`src/hw/rtl/xs128bd_pkg.sv`:
```
package xs128bd_pkg;

    // Word width of the generator and of every payload field
    localparam int WORD_W = 32;

    // Default depth of the queue between the front and back parts
    localparam int QUEUE_DEPTH_DEF = 2;

    // Seed load constants
    localparam logic [WORD_W-1:0] SEED_XOR_0 = 32'haffeaffe;
    localparam logic [WORD_W-1:0] SEED_XOR_1 = 32'hf9b2a750;
    localparam logic [WORD_W-1:0] SEED_XOR_2 = 32'h485eac66;
    localparam logic [WORD_W-1:0] SEED_XOR_3 = 32'hcbd02714;
    localparam logic [WORD_W-1:0] SEED_OFS_3 = 32'd263083;

    // Xorshift shift amounts
    localparam int SHL_A = 11;
    localparam int SHR_B = 19;
    localparam int SHR_C = 8;

    // Restoring divider: one quotient bit per step
    localparam int DIV_STEPS = WORD_W;
    localparam int STEP_W    = $clog2(DIV_STEPS);

    // One queued draw, classified by the front part
    typedef struct packed {
        logic [WORD_W-1:0] raw_word;
        logic [WORD_W-1:0] lower_bound;
        logic [WORD_W-1:0] interval;
        logic              range_error;
    } entry_t;

    // Generator state
    typedef struct packed {
        logic [WORD_W-1:0] w3;
        logic [WORD_W-1:0] w2;
        logic [WORD_W-1:0] w1;
        logic [WORD_W-1:0] w0;
    } gen_state_t;

    // State words loaded from a seed
    function automatic gen_state_t seed_load(input logic [WORD_W-1:0] s);
        gen_state_t g;
        g.w0 = SEED_XOR_0 ^ s;
        g.w1 = SEED_XOR_1 ^ (s + 32'd1);
        g.w2 = SEED_XOR_2 ^ (s - 32'd1);
        g.w3 = SEED_XOR_3 ^ (s + SEED_OFS_3);
        return g;
    endfunction

    // One xorshift step
    function automatic gen_state_t gen_advance(input gen_state_t g);
        gen_state_t        n;
        logic [WORD_W-1:0] t;
        t    = g.w0 ^ (g.w0 << SHL_A);
        n.w0 = g.w1;
        n.w1 = g.w2;
        n.w2 = g.w3;
        n.w3 = g.w3 ^ (g.w3 >> SHR_B) ^ t ^ (t >> SHR_C);
        return n;
    endfunction

endpackage

```
`src/hw/rtl/xs128bd_front.sv`:
```
module xs128bd_front (
    input  logic                               clk,
    input  logic                               rst_n,
    input  logic                               seed_we,
    input  logic [xs128bd_pkg::WORD_W-1:0]     seed,
    input  logic                               in_valid,
    output logic                               in_ready,
    input  logic [xs128bd_pkg::WORD_W-1:0]     lower_bound,
    input  logic [xs128bd_pkg::WORD_W-1:0]     upper_bound,
    input  logic                               q_full,
    output logic                               push,
    output xs128bd_pkg::entry_t                push_entry
);

    xs128bd_pkg::gen_state_t gen_reg;
    xs128bd_pkg::gen_state_t gen_next;
    xs128bd_pkg::gen_state_t gen_adv;
    logic [xs128bd_pkg::WORD_W-1:0] interval;

    // Accept a word whenever the queue has room
    assign in_ready = !q_full;
    assign push     = in_valid && in_ready;

    // Advanced state and interval classification
    assign gen_adv  = xs128bd_pkg::gen_advance(gen_reg);
    assign interval = upper_bound - lower_bound + 32'd1;

    always_comb
    begin
        push_entry.raw_word    = gen_adv.w3;
        push_entry.lower_bound = lower_bound;
        push_entry.interval    = interval;
        push_entry.range_error = (interval == '0);
    end

    // Seed reload takes priority; otherwise step on each accepted word
    always_comb
    begin
        gen_next = gen_reg;
        if (seed_we)
        begin
            gen_next = xs128bd_pkg::seed_load(seed);
        end
        else if (push)
        begin
            gen_next = gen_adv;
        end
    end

    always_ff @(posedge clk or negedge rst_n)
    begin
        if (!rst_n)
        begin
            gen_reg <= xs128bd_pkg::seed_load('0);
        end
        else
        begin
            gen_reg <= gen_next;
        end
    end

endmodule

```
`src/hw/rtl/xs128bd_queue.sv`:
```
module xs128bd_queue #(
    parameter int DEPTH = xs128bd_pkg::QUEUE_DEPTH_DEF
) (
    input  logic                 clk,
    input  logic                 rst_n,
    input  logic                 push,
    input  xs128bd_pkg::entry_t  push_entry,
    input  logic                 pop,
    output xs128bd_pkg::entry_t  pop_entry,
    output logic                 q_full,
    output logic                 q_empty
);

    localparam int PTR_W = (DEPTH > 1) ? $clog2(DEPTH) : 1;
    localparam int CNT_W = $clog2(DEPTH + 1);
    localparam logic [PTR_W-1:0] LAST = PTR_W'(DEPTH - 1);

    xs128bd_pkg::entry_t mem [DEPTH];

    logic [PTR_W-1:0] wr_ptr_reg, wr_ptr_next;
    logic [PTR_W-1:0] rd_ptr_reg, rd_ptr_next;
    logic [CNT_W-1:0] count_reg,  count_next;

    assign q_full    = (count_reg == CNT_W'(DEPTH));
    assign q_empty   = (count_reg == '0);
    assign pop_entry = mem[rd_ptr_reg];

    // Pointer and fill count update
    always_comb
    begin
        wr_ptr_next = wr_ptr_reg;
        rd_ptr_next = rd_ptr_reg;
        count_next  = count_reg;
        if (push)
        begin
            wr_ptr_next = (wr_ptr_reg == LAST) ? '0 : wr_ptr_reg + 1'b1;
        end
        if (pop)
        begin
            rd_ptr_next = (rd_ptr_reg == LAST) ? '0 : rd_ptr_reg + 1'b1;
        end
        if (push && !pop)
        begin
            count_next = count_reg + 1'b1;
        end
        else if (pop && !push)
        begin
            count_next = count_reg - 1'b1;
        end
    end

    always_ff @(posedge clk or negedge rst_n)
    begin
        if (!rst_n)
        begin
            wr_ptr_reg <= '0;
            rd_ptr_reg <= '0;
            count_reg  <= '0;
        end
        else
        begin
            wr_ptr_reg <= wr_ptr_next;
            rd_ptr_reg <= rd_ptr_next;
            count_reg  <= count_next;
        end
    end

    // Storage
    always_ff @(posedge clk)
    begin
        if (push)
        begin
            mem[wr_ptr_reg] <= push_entry;
        end
    end

endmodule

```
`src/hw/rtl/xs128bd_back.sv`:
```
module xs128bd_back (
    input  logic                               clk,
    input  logic                               rst_n,
    input  logic                               q_empty,
    input  xs128bd_pkg::entry_t                pop_entry,
    output logic                               pop,
    output logic                               out_valid,
    input  logic                               out_ready,
    output logic [xs128bd_pkg::WORD_W-1:0]     raw_word,
    output logic [xs128bd_pkg::WORD_W-1:0]     bounded_value,
    output logic                               range_error
);

    localparam int W = xs128bd_pkg::WORD_W;
    localparam int SW = xs128bd_pkg::STEP_W;
    localparam logic [SW-1:0] LAST_STEP = SW'(xs128bd_pkg::DIV_STEPS - 1);

    localparam logic [1:0] ST_IDLE = 2'd0;
    localparam logic [1:0] ST_RUN  = 2'd1;
    localparam logic [1:0] ST_HOLD = 2'd2;

    logic [1:0]   state_reg, state_next;
    logic [SW-1:0] step_reg, step_next;
    logic [W-1:0] rem_reg, rem_next;
    logic [W-1:0] dvd_reg, dvd_next;
    logic [W-1:0] dvs_reg, dvs_next;
    logic [W-1:0] lo_reg,  lo_next;
    logic         err_reg, err_next;

    logic         out_valid_reg, out_valid_next;
    logic [W-1:0] out_raw_reg, out_raw_next;
    logic [W-1:0] out_bnd_reg, out_bnd_next;
    logic         out_err_reg, out_err_next;

    logic [W:0]   trial;
    logic         fits;
    logic [W-1:0] rem_step;
    logic         load_out;

    // Restoring remainder step: shift in one dividend bit, subtract if it fits
    assign trial    = {rem_reg, dvd_reg[W-1]};
    assign fits     = (trial >= {1'b0, dvs_reg});
    assign rem_step = fits ? W'(trial - {1'b0, dvs_reg}) : trial[W-1:0];

    assign pop      = (state_reg == ST_IDLE) && !q_empty;
    assign load_out = (state_reg == ST_HOLD) && (!out_valid_reg || out_ready);

    // Sequencer
    always_comb
    begin
        state_next = state_reg;
        step_next  = step_reg;
        rem_next   = rem_reg;
        dvd_next   = dvd_reg;
        dvs_next   = dvs_reg;
        lo_next    = lo_reg;
        err_next   = err_reg;
        case (state_reg)
            ST_IDLE:
            begin
                if (pop)
                begin
                    state_next   = ST_RUN;
                    step_next    = '0;
                    rem_next     = '0;
                    dvd_next     = pop_entry.raw_word;
                    dvs_next     = pop_entry.interval;
                    lo_next      = pop_entry.lower_bound;
                    err_next     = pop_entry.range_error;
                end
            end
            ST_RUN:
            begin
                rem_next  = rem_step;
                dvd_next  = {dvd_reg[W-2:0], 1'b0};
                step_next = step_reg + 1'b1;
                if (step_reg == LAST_STEP)
                begin
                    state_next = ST_HOLD;
                end
            end
            ST_HOLD:
            begin
                if (load_out)
                begin
                    state_next = ST_IDLE;
                end
            end
            default:
            begin
                state_next = ST_IDLE;
            end
        endcase
    end

    // Output register; raw word kept in its own hold register until the result loads
    logic [W-1:0] raw_hold_reg, raw_hold_next;

    always_comb
    begin
        raw_hold_next = pop ? pop_entry.raw_word : raw_hold_reg;
        out_bnd_next  = out_bnd_reg;
        out_err_next  = out_err_reg;
        out_raw_next  = out_raw_reg;
        if (load_out)
        begin
            out_raw_next = raw_hold_reg;
            out_bnd_next = err_reg ? lo_reg : lo_reg + rem_reg;
            out_err_next = err_reg;
        end
        if (load_out)
        begin
            out_valid_next = 1'b1;
        end
        else if (out_ready)
        begin
            out_valid_next = 1'b0;
        end
        else
        begin
            out_valid_next = out_valid_reg;
        end
    end

    always_ff @(posedge clk or negedge rst_n)
    begin
        if (!rst_n)
        begin
            state_reg     <= ST_IDLE;
            step_reg      <= '0;
            out_valid_reg <= 1'b0;
        end
        else
        begin
            state_reg     <= state_next;
            step_reg      <= step_next;
            out_valid_reg <= out_valid_next;
        end
    end

    // Datapath registers
    always_ff @(posedge clk)
    begin
        rem_reg      <= rem_next;
        dvd_reg      <= dvd_next;
        dvs_reg      <= dvs_next;
        lo_reg       <= lo_next;
        err_reg      <= err_next;
        raw_hold_reg <= raw_hold_next;
        out_raw_reg  <= out_raw_next;
        out_bnd_reg  <= out_bnd_next;
        out_err_reg  <= out_err_next;
    end

    assign out_valid     = out_valid_reg;
    assign raw_word      = out_raw_reg;
    assign bounded_value = out_bnd_reg;
    assign range_error   = out_err_reg;

endmodule

```
`src/hw/rtl/xorshift128_bounded_integer_draw.sv`:
```
// Channel   Handshake            Word
// -------   ------------------   ----------------------------------------
// in        in_valid/in_ready    lower_bound, upper_bound (signed)
// out       out_valid/out_ready  raw_word, bounded_value, range_error
// seed      seed_we              seed (reloads the generator state)
//
// The front steps the generator and queues a word in the cycle it is taken.
// The back reduces each word with a shared restoring divider, one remainder
// bit a cycle (pop, 32 division steps, result load), and takes no new word
// until that result has loaded. The queue keeps the front taking words
// while the back divides or the output waits. rst_n clears all control and
// loads the state for seed zero; no clearing pass is needed.
module xorshift128_bounded_integer_draw #(
    parameter int QUEUE_DEPTH = xs128bd_pkg::QUEUE_DEPTH_DEF
) (
    input  logic                                   clk,
    input  logic                                   rst_n,
    input  logic                                   seed_we,
    input  logic [xs128bd_pkg::WORD_W-1:0]         seed,
    input  logic                                   in_valid,
    output logic                                   in_ready,
    input  logic signed [xs128bd_pkg::WORD_W-1:0]  lower_bound,
    input  logic signed [xs128bd_pkg::WORD_W-1:0]  upper_bound,
    output logic                                   out_valid,
    input  logic                                   out_ready,
    output logic [xs128bd_pkg::WORD_W-1:0]         raw_word,
    output logic signed [xs128bd_pkg::WORD_W-1:0]  bounded_value,
    output logic                                   range_error
);

    logic                 push;
    logic                 pop;
    logic                 q_full;
    logic                 q_empty;
    xs128bd_pkg::entry_t  push_entry;
    xs128bd_pkg::entry_t  pop_entry;
    logic [xs128bd_pkg::WORD_W-1:0] bnd;

    // Front: generator and classification
    xs128bd_front u_front (
        .clk         (clk),
        .rst_n       (rst_n),
        .seed_we     (seed_we),
        .seed        (seed),
        .in_valid    (in_valid),
        .in_ready    (in_ready),
        .lower_bound ($unsigned(lower_bound)),
        .upper_bound ($unsigned(upper_bound)),
        .q_full      (q_full),
        .push        (push),
        .push_entry  (push_entry)
    );

    // Queue between the two parts
    xs128bd_queue #(
        .DEPTH (QUEUE_DEPTH)
    ) u_queue (
        .clk        (clk),
        .rst_n      (rst_n),
        .push       (push),
        .push_entry (push_entry),
        .pop        (pop),
        .pop_entry  (pop_entry),
        .q_full     (q_full),
        .q_empty    (q_empty)
    );

    // Back: modulo reduction and output register
    xs128bd_back u_back (
        .clk           (clk),
        .rst_n         (rst_n),
        .q_empty       (q_empty),
        .pop_entry     (pop_entry),
        .pop           (pop),
        .out_valid     (out_valid),
        .out_ready     (out_ready),
        .raw_word      (raw_word),
        .bounded_value (bnd),
        .range_error   (range_error)
    );

    assign bounded_value = $signed(bnd);

    // Checks
    a_no_push_when_full: assert property (@(posedge clk) disable iff (!rst_n)
        push |-> !q_full)
        else $error("word queued while queue full");

    a_no_pop_when_empty: assert property (@(posedge clk) disable iff (!rst_n)
        pop |-> !q_empty)
        else $error("word popped from empty queue");

    a_div_takes_time: assert property (@(posedge clk) disable iff (!rst_n)
        pop |=> !pop)
        else $error("back part popped on consecutive cycles");

    a_err_forces_lo: assert property (@(posedge clk) disable iff (!rst_n)
        (push && push_entry.range_error) |-> (push_entry.interval == '0))
        else $error("range error without zero interval");

endmodule

```
`config.mk`:
```
export PLATFORM = sky130hd
export DESIGN_NAME = xorshift128_bounded_integer_draw
export DESIGN_NICKNAME = d
export VERILOG_FILES = /design/src/hw/rtl/xs128bd_pkg.sv /design/src/hw/rtl/xs128bd_front.sv /design/src/hw/rtl/xs128bd_queue.sv /design/src/hw/rtl/xs128bd_back.sv /design/src/hw/rtl/xorshift128_bounded_integer_draw.sv
export SDC_FILE = /design/constraint.sdc
export NUM_CORES = 1
export LEC_CHECK = 0
export ABC_AREA = 1
export BUFFER_PORTS_ARGS = -buffer_cell sky130_fd_sc_hd__buf_2
export CORE_ASPECT_RATIO = 0.75
export CORE_MARGIN = 5
export CORE_UTILIZATION = 45
export DETAILED_ROUTE_END_ITERATION = 16
export GPL_TIMING_DRIVEN = 0
export MAX_ROUTING_LAYER = met4
export PLACE_DENSITY_LB_ADDON = 0.2
export REMOVE_ABC_BUFFERS = 1
export SLEW_MARGIN = 30
export SYNTH_ARGS = -nofsm -noshare
export SYNTH_HDL_FRONTEND = slang
export SYNTH_SLANG_ARGS = --single-unit
```
`constraint.sdc`:
```
create_clock -name clk -period 5.2 [get_ports clk]
set_input_delay 0.52 -clock clk [delete_from_list [all_inputs] [get_ports clk]]
set_output_delay 0.52 -clock clk [all_outputs]
set_load 0.005 [all_outputs]
```
==> summary.json, run 1 <==
{
  "reg2reg_from": {"value": "u_queue.count_reg[0]"},
  "cts.root.buffer_cell": {"value": "sky130_fd_sc_hd__clkbuf_16"},
  "synth_area_per_cell": {"value": 8.87, "unit": "um^2"},
  "xor_xnor_share_of_the_synthesized_area": {"value": 0.0366},
  "critical_path.max_stage_delay": {"value": 0.59, "unit": "ns"},
  "syn_area": {"value": 31400, "unit": "um^2"},
  "setup-violations-final": {"value": 0},
  "run_status": {"value": "finished clean"},
  "fin_crit_sh": {"value": 0.721},
  "reg2reg_slack": {"value": 1.45, "unit": "ns"},
  "yosys.area_share.adder": {"value": 0.0534},
  "path_delay_family": {"value": "buffers and inverters"},
  "report.final.slew_viol_count": {"value": 0},
  "synthSimpleGateAreaFrac": {"value": 0.232},
  "power.total": {"value": 0.0212, "unit": "W"},
  "largest_register_ff_count": {"value": 194},
  "final.setup.worst_slack": {"value": 1.45, "unit": "ns"},
  "fin_worst_skew": {"value": 0.0378, "unit": "ns"},
  "crit_fanout": {"value": 88},
  "synth_top_family_by_area": {"value": "simple AND/OR/NAND/NOR gates"},
  "worst-endpoint-required": {"value": 5.74, "unit": "ns"},
  "synth_edf_count": {"value": 420},
  "design.die.area": {"value": 75100, "unit": "um^2"},
  "routed_wire_length_per_instance": {"value": 18.8, "unit": "um"},
  "detailedRoute.firstIterationViolations": {"value": 2239},
  "count_of_non_filler_cells_in_the_finished_layout": {"value": 4681},
  "worst_hold_path.endpoint": {"value": "u_back.out_valid"},
  "finalCriticalPeriod": {"value": 3.75, "unit": "ns"},
  "sequential_cell_area_fraction_in_the_yosys_report": {"value": 0.517},
  "drive_above_1_share": {"value": 0.134},
  "max_slew_margin": {"value": 0.365},
  "clock_tree.buffer_depth": {"value": 3},
  "clkTransAtPathRegs": {"value": 0.07, "unit": "ns"},
  "globalRoute.totalOverflow": {"value": 0},
  "cts-buffers-inserted": {"value": 59},
  "placement.setup.worst_slack": {"value": 1.51, "unit": "ns"},
  "die_y": {"value": 239, "unit": "um"},
  "cap_viol_max_count": {"value": 0},
  "detail_route.drc_violations": {"value": 0},
  "synth_async_sr_flop_share": {"value": 0.250},
  "clock_tree.htree_level_count": {"value": 2},
  "postRouteWirelength": {"value": 88.0, "unit": "mm"},
  "postSynthRegisterBits": {"value": 560},
  "final_hold_viol_count": {"value": 0},
  "cts_repair_resize_count": {"value": 0},
  "worstHoldPathCells": {"value": 2},
  "worstHoldStart": {"value": "out_ready"},
  "ios": {"value": 168},
  "globalRouteTotalUtil": {"value": 0.239},
  "netlist.top_cell.by_area": {"value": "sky130_fd_sc_hd__edfxtp_1"},
  "worst_setup_path_end_kind": {"value": "flop"},
  "worstRegToRegCells": {"value": 9},
  "post_synth_main_area_contributors": {"value": "sky130_fd_sc_hd__edfxtp_1 40%, sky130_fd_sc_hd__nand2_1 12%, sky130_fd_sc_hd__dfstp_2 6.6%"},
  "leading_post_synthesis_cells_by_instance_count": {"value": "1,030 x sky130_fd_sc_hd__nand2_1, 421 x sky130_fd_sc_hd__inv_1, 420 x sky130_fd_sc_hd__edfxtp_1"},
  "synthDominantCellAreaShare": {"value": 0.402},
  "flow.area_growth_from_synthesis": {"value": 14.2, "unit": "%"},
  "gp_congestion": {"value": 0.980},
  "regMostFlops": {"value": "u_queue.mem"},
  "initial_antenna_violation_count": {"value": 6},
  "design.final.nets": {"value": 3923},
  "tns": {"value": 0, "unit": "ns"},
  "clock_insertion_delay_worst_skew": {"value": 0.65, "unit": "ns"},
  "initial_utilization": {"value": 0.456},
  "cell_chain_of_the_critical_path": {"value": "inv_1, nand2_1, nand2_2, inv_1, nor2_4, buf_16, clkinv_4, o21ai_0, o22ai_1"},
  "synth.mux.area_fraction": {"value": 0.000678},
  "post_cts_hold_buffer_count": {"value": 1},
  "grt_start_max_net_pins": {"value": 89},
  "yosys_most_used_dff": {"value": "sky130_fd_sc_hd__edfxtp_1"},
  "grt_first_pass_wirelength": {"value": 135, "unit": "mm"},
  "yosysWarnings": {"value": 0},
  "post-place-cells": {"value": 4563},
  "clock_sinks": {"value": 560},
  "worst-setup-path-type": {"value": "reg2reg"},
  "cts_setup_buffers": {"value": 0},
  "clock.fmax": {"value": 0.267, "unit": "GHz"},
  "worstMarginPinSlew": {"value": 0.953, "unit": "ns"},
  "via_count_of_the_first_global_routing_pass": {"value": 22700},
  "worst-path-buf-inv": {"value": 4},
  "floorplan.die.width": {"value": 315, "unit": "um"},
  "filler_cell_count_in_the_final_layout": {"value": 6459},
  "leakage": {"value": 15.7, "unit": "nW"},
  "detailedPlacementHpwl": {"value": 66.8, "unit": "mm"},
  "synth.lib_cells_used.distinct": {"value": 66},
  "synth_most_common_cell": {"value": "sky130_fd_sc_hd__nand2_1"},
  "fp.coreArea": {"value": 68700, "unit": "um^2"},
  "synth_cells": {"value": 3536},
  "whs": {"value": 0.0635, "unit": "ns"},
  "firstDrtPassIters": {"value": 5},
  "rsz0062_at_grt": {"value": "false"},
  "cts_tree": {"value": "done"},
  "worst-endpoint-arrival": {"value": 4.29, "unit": "ns"},
  "row_count": {"value": 83},
  "via_cell_ratio": {"value": 5.23},
  "vdd.ir_drop.worst": {"value": 0.324, "unit": "mV"},
  "timing.critical_path.mode_cell": {"value": "sky130_fd_sc_hd__inv_1"},
  "route.vias.total": {"value": 24500},
  "setup.worst_path.start_class": {"value": "flop"},
  "io_buffers": {"value": 167},
  "ant_nets": {"value": 0},
  "compound_cell_area_share_of_the_yosys_netlist": {"value": 0.0944},
  "cpMaxStageDelayCell": {"value": "sky130_fd_sc_hd__nor2_4"},
  "worst_r2r_endpoint": {"value": "u_front.gen_adv[68]"},
  "power_density": {"value": 592, "unit": "nW/um^2"},
  "hp-class": {"value": "in2reg"}
}
[area by class of cell]
type	count	area [um^2]	share of cell area
antenna	5	12.5	0.000349
clock buffer	71	1550	0.0433
clock inverter	41	472	0.0132
inverter	429	1640	0.0457
multi-input combinational	2443	13100	0.367
sequential	560	16200	0.453
tap	935	1170	0.0327
timing repair buffer	197	1610	0.0449
[power breakdown]
part	switching, W	total [W]	internal [W]
logic	0.00605	0.00910	0.00305
clock network	0.00185	0.00434	0.00250
registers	0.000795	0.00774	0.00695
[layer usage]
metal	GRT usage	share of wire	wire, um	vias up
met4	0.0444	0.016	1410	0
met1	0.383	0.51	45100	11500
met2	0.304	0.38	33700	765
li1	-	-	-	12100
met3	0.0559	0.089	7860	102
met5	-	0	0	-
[logic make-up (layout without fill, tap and decap cells)]
kind of cell / count (synthesis) / in the layout
XOR/XNOR: 131 / 131
buffers and inverters: 533 / 738
AO/OA/AOI/OAI: 486 / 486
multiplexers: 2 / 2
flip-flops: 560 / 560
other: 0 / 5
adder cells (fa/ha/maj): 132 / 132
AND/OR/NAND/NOR: 1692 / 1692
[how the worst max path moves through the flow]
stage	end	slack, ns	cells past startpoint	start
after floorplan	u_front.gen_adv[86]	-1.98	7	u_queue.count_reg[0]
after global placement	u_front.gen_adv[68]	-7.65	8	u_queue.count_reg[0]
after global routing	u_front.gen_adv[27]	1.20	10	u_queue.count_reg[0]
after detailed placement	u_front.gen_adv[68]	1.51	9	u_queue.count_reg[0]
final	u_front.gen_adv[68]	1.45	9	u_queue.count_reg[0]
after CTS	u_front.gen_adv[38]	1.46	10	u_queue.count_reg[0]
[layout by cell type, fill, tap and decap left out, types with 11 or more instances in the layout]
cell                           n
sky130_fd_sc_hd__a31oi_1      48
sky130_fd_sc_hd__dfstp_2      79
sky130_fd_sc_hd__or2_2        19
sky130_fd_sc_hd__o21ai_0     142
sky130_fd_sc_hd__nand3_1     139
sky130_fd_sc_hd__buf_2       165
sky130_fd_sc_hd__buf_16       25
sky130_fd_sc_hd__xor2_1       84
sky130_fd_sc_hd__xnor2_1      46
sky130_fd_sc_hd__o22ai_1      17
sky130_fd_sc_hd__nand3b_1     43
sky130_fd_sc_hd__a22oi_1      12
sky130_fd_sc_hd__nor2_4       37
sky130_fd_sc_hd__clkbuf_16    59
sky130_fd_sc_hd__a21oi_1     137
sky130_fd_sc_hd__nor2_2       36
sky130_fd_sc_hd__o221ai_1     14
sky130_fd_sc_hd__clkinv_2     17
sky130_fd_sc_hd__nand2_1    1029
sky130_fd_sc_hd__edfxtp_1    420
sky130_fd_sc_hd__o2111ai_1    11
sky130_fd_sc_hd__nor3_1       28
sky130_fd_sc_hd__nor2_1      302
sky130_fd_sc_hd__dfrtp_1      60
sky130_fd_sc_hd__inv_1       417
sky130_fd_sc_hd__a221o_1      22
sky130_fd_sc_hd__o211ai_1     21
sky130_fd_sc_hd__ha_1        129
sky130_fd_sc_hd__nand4_1      32
[stage by stage]
step,util,instance area (um^2)
CTS,0.521,35800
finish,0.521,35800
global route,0.521,35800
detailed placement,0.491,33800
global placement,0.479,32900
floorplan,-,30900
No activity file was read; power rests on OpenSTA's default activity.
==> run 2: changes to the inputs <==
clock period = 3.64 ns   (was 5.2 ns; I/O delays follow)
==> run 2 against run 1 <==
Compared with the run above: combinational power increased by 44%; final cell count increased by 0.62%; via count increased by 0.77%; worst setup slack lost 1.3 ns; clock-buffer cell count unchanged; design area increased by 0.83%; sequential power increased by 43%; core utilization up 0.43 points.
==> summary.json, run 2 (synthesis results as in run 1) <==
{
  "run_status": {"value": "finished clean"},
  "fp.coreArea": {"value": 68700, "unit": "um^2"},
  "met1Wirelength": {"value": 45.4, "unit": "mm"},
  "fin_crit_sh": {"value": 0.954},
  "highest_layer_used_for_signal_routing": {"value": "met4"},
  "dr_wl_met2": {"value": 34.2, "unit": "mm"},
  "clock_tree.htree_level_count": {"value": 2},
  "cts.root.buffer_cell": {"value": "sky130_fd_sc_hd__clkbuf_16"},
  "globalRouteTotalUtil": {"value": 0.240},
  "design.die.area": {"value": 75100, "unit": "um^2"},
  "register_area": {"value": 16200, "unit": "um^2"},
  "cts-buffers-inserted": {"value": 59},
  "grt_start_max_net_pins": {"value": 89},
  "vdd.ir_drop.worst": {"value": 0.492, "unit": "mV"},
  "largest_register_ff_count": {"value": 194},
  "routed_length_on_met3": {"value": 7.70, "unit": "mm"},
  "via_cell_ratio": {"value": 5.24},
  "gp_congestion": {"value": 0.980},
  "count_of_non_filler_cells_in_the_finished_layout": {"value": 4710},
  "ant_nets": {"value": 0},
  "grt_first_pass_wirelength": {"value": 136, "unit": "mm"},
  "io_buffers": {"value": 167},
  "power_density": {"value": 840, "unit": "nW/um^2"},
  "ios": {"value": 168},
  "design.final.nets": {"value": 3953},
  "leakage": {"value": 15.8, "unit": "nW"},
  "hp-class": {"value": "in2reg"},
  "detail_route.drc_violations": {"value": 0},
  "flow.area_growth_from_synthesis": {"value": 15.1, "unit": "%"},
  "setup.worst_path.start_class": {"value": "flop"},
  "tns": {"value": 0, "unit": "ns"},
  "final_hold_viol_count": {"value": 0},
  "worstMarginPinSlew": {"value": 0.935, "unit": "ns"},
  "worst-endpoint-arrival": {"value": 3.96, "unit": "ns"},
  "cap_viol_max_count": {"value": 0},
  "final.setup.worst_slack": {"value": 0.167, "unit": "ns"},
  "finalCriticalPeriod": {"value": 3.47, "unit": "ns"},
  "report.final.slew_viol_count": {"value": 0},
  "detailedPlacementHpwl": {"value": 66.8, "unit": "mm"},
  "floorplan.die.width": {"value": 315, "unit": "um"},
  "clock.fmax": {"value": 0.288, "unit": "GHz"},
  "leading_cell_type_in_the_layout_fill_and_taps_excluded": {"value": "sky130_fd_sc_hd__nand2_1"},
  "via_count_of_the_first_global_routing_pass": {"value": 22800},
  "die_y": {"value": 239, "unit": "um"},
  "globalRoute.totalOverflow": {"value": 0},
  "drive_above_1_share": {"value": 0.133},
  "detailedRoute.firstIterationViolations": {"value": 2283},
  "clock_insertion_delay_worst_skew": {"value": 0.65, "unit": "ns"},
  "post-place-cells": {"value": 4563},
  "regMostFlops": {"value": "u_queue.mem"},
  "final_cell_mix": {"value": "1,029 x sky130_fd_sc_hd__nand2_1, 420 x sky130_fd_sc_hd__edfxtp_1, 417 x sky130_fd_sc_hd__inv_1, 302 x sky130_fd_sc_hd__nor2_1, 165 x sky130_fd_sc_hd__buf_2"},
  "initial_utilization": {"value": 0.456},
  "row_count": {"value": 83},
  "initial_antenna_violation_count": {"value": 5},
  "placement.setup.worst_slack": {"value": -0.0531, "unit": "ns"},
  "cts_tree": {"value": "done"},
  "clock_sinks": {"value": 560},
  "routed_wire_length_per_instance": {"value": 18.8, "unit": "um"},
  "multi_input_gate_area_in_the_final_layout": {"value": 13200, "unit": "um^2"},
  "crit_fanout": {"value": 34},
  "route.vias.total": {"value": 24700},
  "filler_cell_count_in_the_final_layout": {"value": 6422},
  "firstDrtPassIters": {"value": 6},
  "postRouteWirelength": {"value": 88.7, "unit": "mm"},
  "max_slew_margin": {"value": 0.377},
  "fin_worst_skew": {"value": 0.0364, "unit": "ns"},
  "worst-setup-path-type": {"value": "reg2reg"},
  "clock_tree.buffer_depth": {"value": 3},
  "rsz0062_at_grt": {"value": "false"},
  "setup-violations-final": {"value": 0},
  "worst_setup_path_end_kind": {"value": "flop"},
  "worst-endpoint-required": {"value": 4.13, "unit": "ns"},
  "clkTransAtPathRegs": {"value": 0.07, "unit": "ns"}
}
## run 2: changes by cell type in the layout (fill, tap and decap cells not counted), sizes merged
cell	before	now
dlygate4sd3	1	29
and2	1	2
diode	5	4
buf	196	197
## run 2: stage by stage
| step | hold WS [ns] | area [um^2] | util | power (W) |
|---|---|---|---|---|
| floorplan | 0.0684 | 30900 | - | 0.0196 |
| global placement | 0.402 | 32900 | 0.479 | 0.0236 |
| detailed placement | 0.285 | 33800 | 0.491 | 0.0240 |
| CTS | 0.00211 | 36100 | 0.525 | 0.0303 |
| global route | 0.0208 | 36100 | 0.525 | 0.0323 |
| finish | 0.0555 | 36100 | 0.525 | 0.0303 |
## run 2: path summary, 6_finish.rpt
check                                         from  slack [ns]                  end  cells past startpoint
setup / recovery                u_back.rem_reg[23]        0.17    u_back.rem_reg[7]                      9
hold / removal                     lower_bound[16]        0.06   u_queue.mem[0][49]                      1
setup reg to reg                u_back.rem_reg[23]        0.17    u_back.rem_reg[7]                      9
hold reg to reg            u_back.raw_hold_reg[29]        0.42  u_back.raw_word[29]                      0
max in group asynchronous                    rst_n        2.46  u_front.gen_adv[28]                      4
min in group asynchronous                    rst_n        0.20  u_front.gen_adv[62]                      2
## run 2: repair_timing
action / in CTS / in global routing
pin swaps: 1 / 1
gates cloned: 0 / 1
setup endpoints to repair: 10 / 20
hold buffers: 29 / 0
gates resized for setup: 0 / 1
setup buffers: 1 / 0
endpoints found under the hold margin: 109 / 0
## run 2: power by group
group          internal (W)  leakage (nW)  switching (W)  total (W)
sequential          0.00993          5.50        0.00113     0.0111
combinational       0.00438          9.32        0.00868     0.0131
clock               0.00357         0.983        0.00265    0.00622
total                0.0179          15.8         0.0125     0.0303
## run 2: metal layers
metal,track usage,vias up
met2,0.307,761
met4,0.0449,0
met1,0.383,11600
li1,-,12200
met3,0.0565,97
met5,-,-
## run 2: cell type report
type,count,share of cell area
Timing Repair Buffer,226,0.0525
Sequential cell,560,0.449
Antenna cell,4,0.000277
Tap cell,935,0.0324
Multi-Input combinational cell,2444,0.364
Inverter,429,0.0453
Clock buffer,71,0.0430
Clock inverter,41,0.0131
## run 2: worst max-delay path: stages, from the launching register on
cell and delay [ns]:
sky130_fd_sc_hd__edfxtp_1 0.47, sky130_fd_sc_hd__ha_1 0.42, sky130_fd_sc_hd__a21o_1 0.21, sky130_fd_sc_hd__a31oi_1 0.23, sky130_fd_sc_hd__a21boi_1 0.29, sky130_fd_sc_hd__nand3_2 0.12
sky130_fd_sc_hd__nand2_2 0.55, sky130_fd_sc_hd__and2_2 0.90, sky130_fd_sc_hd__nor2_4 0.03, sky130_fd_sc_hd__nor2_2 0.09
